## config.mk

```make
export PLATFORM = sky130hd
export DESIGN_NAME = cnlc_ctrl
export DESIGN_NICKNAME = d
export VERILOG_FILES = /design/src/rtl/cnlc_pkg.sv /design/src/rtl/cnlc_ctrl.sv
export SDC_FILE = /design/constraint.sdc
export NUM_CORES = 1
export LEC_CHECK = 0
export BUFFER_PORTS_ARGS = -buffer_cell sky130_fd_sc_hd__buf_2
export CAP_MARGIN = 10
export CORE_AREA = 5 5 42 44
export CTS_CLUSTER_SIZE = 10
export DETAILED_ROUTE_END_ITERATION = 12
export DIE_AREA = 0 0 47 49
export GPL_TIMING_DRIVEN = 0
export PLACE_DENSITY = 0.63
export SLEW_MARGIN = 5
export SYNTH_ARGS = -nofsm -noshare
export SYNTH_HDL_FRONTEND = slang
export SYNTH_SLANG_ARGS = --single-unit
```

## constraint.sdc

```tcl
create_clock -name clk -period 1.51 [get_ports clk]
set_clock_uncertainty 0.1 [all_clocks]
set_input_delay 0.2265 -clock clk [delete_from_list [all_inputs] [get_ports clk]]
set_output_delay 0.2265 -clock clk [all_outputs]
set_load 0.01 [all_outputs]
```

## src/rtl/cnlc_pkg.sv

```systemverilog
`timescale 1ns / 1ps
// ----------------------------------------------------------------------------
// cnlc_pkg
// Shared types, constants and arithmetic helpers for the card number Luhn
// classifier: brand codes, controller states, controller commands and the
// divide-by-ten step used by the digit peeling datapath.
// ----------------------------------------------------------------------------
package cnlc_pkg;

  localparam int CARD_W         = 54;
  localparam int HALF_W         = 27;
  localparam int DIV_W          = 32;
  localparam int DIG_W          = 4;
  localparam int CNT_W          = 5;
  localparam int LEAD_W         = 7;
  localparam int BRAND_W        = 2;
  localparam int MAX_DIGITS_DEF = 16;

  // x / 10 == (x * RECIP) >> RECIP_SH for every 32-bit x
  localparam logic [DIV_W-1:0] RECIP    = 32'hCCCC_CCCD;
  localparam int               RECIP_SH = 35;

  localparam logic [CNT_W-1:0]  LEN_AMEX  = 5'd15;
  localparam logic [CNT_W-1:0]  LEN_16    = 5'd16;
  localparam logic [CNT_W-1:0]  LEN_13    = 5'd13;
  localparam logic [LEAD_W-1:0] AMEX_LO   = 7'd34;
  localparam logic [LEAD_W-1:0] AMEX_HI   = 7'd37;
  localparam logic [LEAD_W-1:0] MC_MIN    = 7'd51;
  localparam logic [LEAD_W-1:0] MC_MAX    = 7'd55;
  localparam logic [LEAD_W-1:0] VISA_MIN  = 7'd40;
  localparam logic [LEAD_W-1:0] VISA_MAX  = 7'd49;
  localparam logic [DIG_W-1:0]  TEN       = 4'd10;

  typedef enum logic [BRAND_W-1:0] {
    BRAND_INVALID    = 2'd0,
    BRAND_AMEX       = 2'd1,
    BRAND_MASTERCARD = 2'd2,
    BRAND_VISA       = 2'd3
  } brand_t;

  typedef enum logic [1:0] {
    ST_IDLE,
    ST_RUN,
    ST_DONE
  } state_t;

  typedef struct packed {
    logic load;
    logic hi_en;
    logic lo_en;
    logic acc_en;
    logic finish;
  } cmd_t;

  // quotient of a value below 10 * 2**HALF_W by ten
  function automatic logic [HALF_W-1:0] div10(input logic [DIV_W-1:0] x);
    logic [2*DIV_W-1:0] prod;
    begin
      prod = (2*DIV_W)'(x) * (2*DIV_W)'(RECIP);
      return HALF_W'(prod >> RECIP_SH);
    end
  endfunction

  // remainder from dividend and quotient, only the low bits matter
  function automatic logic [DIG_W-1:0] rem10(input logic [DIV_W-1:0] x,
                                             input logic [HALF_W-1:0] q);
    logic [DIG_W+2:0] q10;
    begin
      q10 = {3'b000, q[DIG_W-1:0]} * 7'd10;
      return x[DIG_W-1:0] - q10[DIG_W-1:0];
    end
  endfunction

  // digit sum of twice a decimal digit
  function automatic logic [DIG_W-1:0] luhn_dbl(input logic [DIG_W-1:0] d);
    logic [DIG_W:0] tw;
    begin
      tw = {d, 1'b0};
      if (d >= 4'd5) begin
        tw = tw - 5'd9;
      end
      return tw[DIG_W-1:0];
    end
  endfunction

  function automatic brand_t pick_brand(input logic [CNT_W-1:0] cnt,
                                        input logic [LEAD_W-1:0] lead,
                                        input logic ok);
    brand_t b;
    begin
      b = BRAND_INVALID;
      priority if (!ok) begin
        b = BRAND_INVALID;
      end else if (cnt == LEN_AMEX && (lead == AMEX_LO || lead == AMEX_HI)) begin
        b = BRAND_AMEX;
      end else if (cnt == LEN_16 && lead >= MC_MIN && lead <= MC_MAX) begin
        b = BRAND_MASTERCARD;
      end else if ((cnt == LEN_13 || cnt == LEN_16) && lead >= VISA_MIN
                   && lead <= VISA_MAX) begin
        b = BRAND_VISA;
      end else begin
        b = BRAND_INVALID;
      end
      return b;
    end
  endfunction

endpackage

```

## src/rtl/cnlc_ctrl.sv

```systemverilog
`timescale 1ns / 1ps
// ----------------------------------------------------------------------------
// cnlc_ctrl
// Controller: takes an item, sequences the skewed divide, digit and
// accumulate steps over the datapath, and owns the result valid flag.
// ----------------------------------------------------------------------------
module cnlc_ctrl #(
  parameter int MAX_DIGITS = cnlc_pkg::MAX_DIGITS_DEF
) (
  input  logic           clk,
  input  logic           rst_n,
  input  logic           in_valid,
  output logic           in_stall,
  output logic           out_valid,
  input  logic           out_stall,
  output cnlc_pkg::cmd_t cmd
);

  localparam logic [cnlc_pkg::CNT_W-1:0] HI_END = cnlc_pkg::CNT_W'(MAX_DIGITS);
  localparam logic [cnlc_pkg::CNT_W-1:0] LAST   = cnlc_pkg::CNT_W'(MAX_DIGITS + 1);

  cnlc_pkg::state_t              state_r, state_nxt;
  logic [cnlc_pkg::CNT_W-1:0]    step_r, step_nxt;
  logic                          out_valid_r, out_valid_nxt;
  logic                          slot_free;

  assign slot_free = !out_valid_r || !out_stall;

  // next state
  always_comb begin
    state_nxt = state_r;
    step_nxt  = step_r;
    unique case (state_r)
      cnlc_pkg::ST_IDLE: begin
        step_nxt = '0;
        if (in_valid) begin
          state_nxt = cnlc_pkg::ST_RUN;
        end
      end
      cnlc_pkg::ST_RUN: begin
        step_nxt = step_r + 1'b1;
        if (step_r == LAST) begin
          state_nxt = cnlc_pkg::ST_DONE;
        end
      end
      cnlc_pkg::ST_DONE: begin
        if (slot_free) begin
          state_nxt = cnlc_pkg::ST_IDLE;
        end
      end
      default: begin
        state_nxt = cnlc_pkg::ST_IDLE;
      end
    endcase
  end

  // outputs
  always_comb begin
    cmd      = '0;
    in_stall = 1'b1;
    unique case (state_r)
      cnlc_pkg::ST_IDLE: begin
        in_stall = 1'b0;
        cmd.load = in_valid;
      end
      cnlc_pkg::ST_RUN: begin
        cmd.hi_en  = step_r < HI_END;
        cmd.lo_en  = step_r != '0 && step_r <= HI_END;
        cmd.acc_en = step_r >= 5'd2;
      end
      cnlc_pkg::ST_DONE: begin
        cmd.finish = slot_free;
      end
      default: begin
        cmd = '0;
      end
    endcase
  end

  always_comb begin
    out_valid_nxt = out_valid_r;
    if (cmd.finish) begin
      out_valid_nxt = 1'b1;
    end else if (out_valid_r && !out_stall) begin
      out_valid_nxt = 1'b0;
    end
  end

  always_ff @(posedge clk) begin
    if (!rst_n) begin
      state_r     <= cnlc_pkg::ST_IDLE;
      step_r      <= '0;
      out_valid_r <= 1'b0;
    end else begin
      state_r     <= state_nxt;
      step_r      <= step_nxt;
      out_valid_r <= out_valid_nxt;
    end
  end

  assign out_valid = out_valid_r;

endmodule

```

==> impl_metrics.json, run 1 <==
{
  "status": "complete, but fails checks",
  "violations": "setup timing",
  "wl_per_cell_um": 11.7,
  "netlist.area_leader.share": 0.368,
  "grt_max_degree": 11,
  "final_common_cell": "buf_2",
  "dpl.hpwl_um": 600,
  "drv_cap": 0,
  "postSynthCellCount": 52,
  "dr.pass1.iters": 4,
  "synth_seq_cells": 8,
  "hold_path_class": "primary input to flop",
  "drc_errors": 0,
  "yosys_warnings": 0,
  "nFillCells": 153,
  "relSlewSlack": 0.812,
  "yosys.area.top_type": "dfxtp_1",
  "place_congestion": 0.834,
  "cts_tree": "done",
  "cts_sinks": 8,
  "layout_common_cells": "buf_2, nor2_1, buf_4, dfxtp_2",
  "dieWidth_um": 47,
  "crit_buf_inv": 2,
  "synth_cell_types": 24,
  "tightest_slew_ps": 282,
  "clock-root-buffer": "clkbuf_4",
  "via_per_inst": 4.83,
  "synthTopCellsByArea": "dfxtp_1, ha_1, nor2_1",
  "first_global_vias": 370,
  "p_leak_nw": 0.251,
  "period_share": 1.00,
  "wl_um": 971,
  "crit_chain": "inv_2, ha_4, a21o_1, a21oi_1, buf_2",
  "chipHeight_um": 49,
  "critPathKind": "flop to primary output",
  "drv_slew": 0,
  "via_count": 401,
  "nNetsFinal": 76,
  "timing.final.ws_setup_ps": -3.93,
  "drtIter0Drc": 2,
  "p_per_area_nw_per_um2": 749,
  "worstPathMaxFanout": 2,
  "timing.critical_path.slowest_stage_cell": "dfxtp_2",
  "synthesis.nets": 59,
  "cpPeakStageDelay_ps": 340,
  "start_util": 0.311,
  "crit_arrival_ps": 1190,
  "antenna_cells": 0,
  "grt_use_total": 0.0932,
  "h-tree-depth": 1,
  "layout-drive-gt1-share": 0.418,
  "clkLatencyLatePin_ps": 260,
  "synth_area_per_cell_um2": 8.37,
  "overflow": 0,
  "crit_family": "flip-flops",
  "io_pins": 11,
  "ys_seq_area_frac": 0.368,
  "setup_viol_count_final": 1,
  "fmax_mhz": 661,
  "synth_area_um2": 435,
  "place_ws_ps": 110,
  "core_um2": 1400,
  "timing_hold_violations_final": 0,
  "num_rows": 14,
  "antenna_found_initial": 0,
  "cts.clk_slew.worst_paths_ps": 60,
  "fin_crit_ps": 1510,
  "grt_pass1_wl_um": 1540,
  "numCtsBuffers": 3,
  "portBuffers": 10,
  "die_area_um2": 2300,
  "grt_setup_unrepaired": "true",
  "area_delta_synth_final_pct": 32.8,
  "required_ps": 1180,
  "cp-start-kind": "flop",
  "hold_buffers": 0,
  "end_kind": "primary output",
  "postRouteAntennaNets": 0,
  "clock_path_buffers": 2,
  "max-vdd-ir-drop_v": 0.000419,
  "final_core_util": 0.413
}
report_power, final:
part           switching, W  internal (W)
logic             0.0000256     0.0000247
registers        0.00000404      0.000215
clock network     0.0000725     0.0000909
total              0.000102      0.000331
Yosys cell counts, drive strengths merged:
cell type,number
nor4bb,1
nor2,8
nand2,3
and2,1
xnor2,1
clkbuf,1
nand4,2
xor2,2
a21o,1
a22oi,1
buf,1
nand2b,2
or2,2
o21ai,1
a21oi,3
ha,3
nand3,1
dfxtp,8
nand4b,2
inv,3
a21boi,2
nor2b,3
path summary, 6_finish.rpt:
kind / slack [ps] / to / cells after the start / startpoint
worst max-delay path: -4 / cmd[2] / 5 / step_r[1]
worst max register to register: 220 / step_r[2] / 6 / step_r[1]
worst min-delay path: 140 / state_r[0] / 3 / in_valid
worst min register to register: 390 / out_valid / 2 / out_valid
flip-flops by register name, indices dropped and copies added (netlist names):
signal and count:
step_r 5, state_r 2, out_valid 1
what timing repair did:
action | CTS | global route
buffers inserted | 2 | 1
endpoints found under the setup margin | 3 | 2
gates resized for setup | 10 | 3
pin swaps | 2 | 1
worst register-to-register path, delay by kind of cell (launching register included):
family | cells | cell delay [ps]
flops | 1 | 320
buf+inv | 2 | 270
fa+ha+maj | 1 | 190
simple gates | 2 | 190
xor+xnor | 1 | 130
metrics by stage:
step / total power [W] / hold slack (ps) / std cells / cell area, um2 / TNS, ps
4_1_cts: 0.000436 / 144 / 82 / 562 / -9.84
6_report: 0.000433 / 144 / 83 / 578 / -3.93
3_3_place_gp: 0.000265 / 373 / 78 / 505 / 0
5_1_grt: 0.000462 / 149 / 83 / 578 / -99.6
2_1_floorplan: 0.000249 / 248 / 52 / 435 / 0
3_5_place_dp: 0.000265 / 379 / 78 / 505 / 0
final cells by class:
class	count	area (um2)	area share
multi-input combinational	39	275	0.476
sequential	8	169	0.292
timing repair buffer	13	72.6	0.126
clock buffer	3	22.5	0.0390
tap	16	20.0	0.0346
inverter	3	11.3	0.0195
buffer	1	7.51	0.0130
metal layers:
metal	wire, um	global-route usage	up-vias	share of wire
li1	-	-	206	-
met1	360	0.0931	185	0.37
met2	547	0.156	8	0.56
met3	52	0.0554	2	0.054
met4	10	0.0276	0	0.010
met5	0	0	-	0
cells by family after synthesis:
group,count (synthesis),synth area share
DFF,8,0.368
xor gates and xnor gates,3,0.0604
adders and majority gates,3,0.0862
buffers and inverters,5,0.0517
AOI/OAI and AO/OA,8,0.115
and+or+nand+nor,25,0.319
Note: power is estimated with default switching activity, not from simulation.
==> run 2: changes to the inputs <==
--- a/config.mk
+++ b/config.mk
@@ -11,7 +11,7 @@
 export CTS_CLUSTER_SIZE = 10
 export DETAILED_ROUTE_END_ITERATION = 12
 export DIE_AREA = 0 0 47 49
-export GPL_TIMING_DRIVEN = 0
+export GPL_ROUTABILITY_DRIVEN = 0
 export PLACE_DENSITY = 0.63
 export SLEW_MARGIN = 5
 export SYNTH_ARGS = -nofsm -noshare
==> run 2 against run 1 <==
Effect of this change:
- the flow still finishes with violations (setup timing)
- sequential share of layout area about the same
- sequential power about the same
- fmax increased by 0.19%
- global-route usage increased by 0.42 points
- die area unchanged
==> impl_metrics.json, run 2 (synthesized netlist as in run 1, its figures left out) <==
{
  "reg2reg_from": "step_r[1]",
  "cts_sinks": 8,
  "whs_ps": 146,
  "via_count": 412,
  "hold_path_class": "primary input to flop",
  "drv_cap": 0,
  "p_per_area_nw_per_um2": 759,
  "overflow": 0,
  "place_ws_ps": 111,
  "wl_per_cell_um": 12.1,
  "postRouteAntennaNets": 0,
  "timing_hold_violations_final": 0,
  "max-vdd-ir-drop_v": 0.000534,
  "drc_errors": 0,
  "dr.pass1.iters": 4,
  "end_kind": "primary output",
  "critPathKind": "flop to primary output",
  "start_util": 0.311,
  "portBuffers": 10,
  "fin_crit_ps": 1510,
  "dieWidth_um": 47,
  "io_pins": 11,
  "timing.final.ws_setup_ps": -1.03,
  "grt_max_degree": 11,
  "chipHeight_um": 49,
  "final_core_util": 0.409,
  "nNetsFinal": 75,
  "layout-drive-gt1-share": 0.409,
  "status": "complete, but fails checks",
  "top_register": "step_r",
  "core_um2": 1400,
  "clock_path_buffers": 2,
  "num_rows": 14,
  "clkLatencyLatePin_ps": 260,
  "crit_arrival_ps": 1180,
  "p_leak_nw": 0.244,
  "wl_um": 991,
  "h-tree-depth": 1,
  "cts_tree": "done",
  "violations": "setup timing",
  "grt_use_total": 0.0975,
  "tightest_slew_ps": 277,
  "holdCritStartpoint": "rst_n",
  "area_delta_synth_final_pct": 31.6,
  "crit_chain": "inv_2, ha_4, a21o_1, a21oi_2, buf_2",
  "final_common_cell": "buf_2",
  "die_area_um2": 2300,
  "clock-root-buffer": "clkbuf_4",
  "setup_viol_count_final": 1,
  "grt_pass1_wl_um": 1630,
  "layout_common_cells": "buf_2, nor2_1, dfxtp_1",
  "antenna_found_initial": 0,
  "numCtsBuffers": 3,
  "nFillCells": 151,
  "cpPeakStageDelay_ps": 330,
  "first_global_vias": 440,
  "drv_slew": 0,
  "fmax_mhz": 662,
  "cp-start-kind": "flop",
  "via_per_inst": 5.02,
  "cp-startpoint": "step_r[1]",
  "timing.critical_path.slowest_stage_cell": "dfxtp_2",
  "cts.clk_slew.worst_paths_ps": 60,
  "dpl.hpwl_um": 665,
  "period_share": 1.00,
  "required_ps": 1180,
  "relSlewSlack": 0.815,
  "worstPathMaxFanout": 2,
  "largest_reg_flops": 5,
  "antenna_cells": 0,
  "grt_setup_unrepaired": "true",
  "drtIter0Drc": 10
}
run 2: critical path: cells and delay by family, from the launching register on:
family | cells | cell delay, ps
compound gates | 2 | 260
fa+ha+maj | 1 | 150
buf+inv | 2 | 190
flops | 1 | 330
run 2: where the power goes:
part	switching [W]	internal (W)
registers	0.00000406	0.000215
clock network	0.0000739	0.0000910
logic	0.0000263	0.0000250
total	0.000104	0.000331
run 2: what timing repair did:
item | in CTS | in global routing
gates resized for setup | 9 | 4
hold buffers | 0 | 0
pin swaps | 2 | 2
buffers inserted | 1 | 1
endpoints found under the setup margin | 3 | 1
run 2: path summary, 6_finish.rpt:
check	cells after the start	slack [ps]	endpoint
worst max register to register	6	200	step_r[2]
worst min register to register	2	400	out_valid
worst max-delay path	5	-1	cmd[2]
worst min-delay path	2	150	step_r[0]
run 2: through the flow:
step | total power (W) | instance area (um2) | TNS, ps | std cells
floorplan | 0.000249 | 435 | 0 | 52
global placement | 0.000266 | 502 | 0 | 77
detailed placement | 0.000267 | 502 | 0 | 77
CTS | 0.000435 | 553 | -17.7 | 81
global route | 0.000463 | 573 | -104 | 82
finish | 0.000435 | 573 | -1.03 | 82
run 2: layer usage:
metal,global-route usage,up-vias,part of all wire,wire [um]
met2,0.172,8,0.56,556
met1,0.0843,193,0.38,379
met3,0.0221,4,0.024,24
li1,-,207,-,-
met4,0.0829,0,0.031,31
met5,0,-,0,0
run 2: area by class of cell:
cell class / instances / area, um2 / share of cell area
flip-flops and latches: 8 / 168 / 0.293
clock buffers: 3 / 22.5 / 0.0393
multi-input cells: 39 / 279 / 0.487
well taps: 16 / 20.0 / 0.0349
repair buffers: 13 / 72.6 / 0.127
inverters: 3 / 11.3 / 0.0197
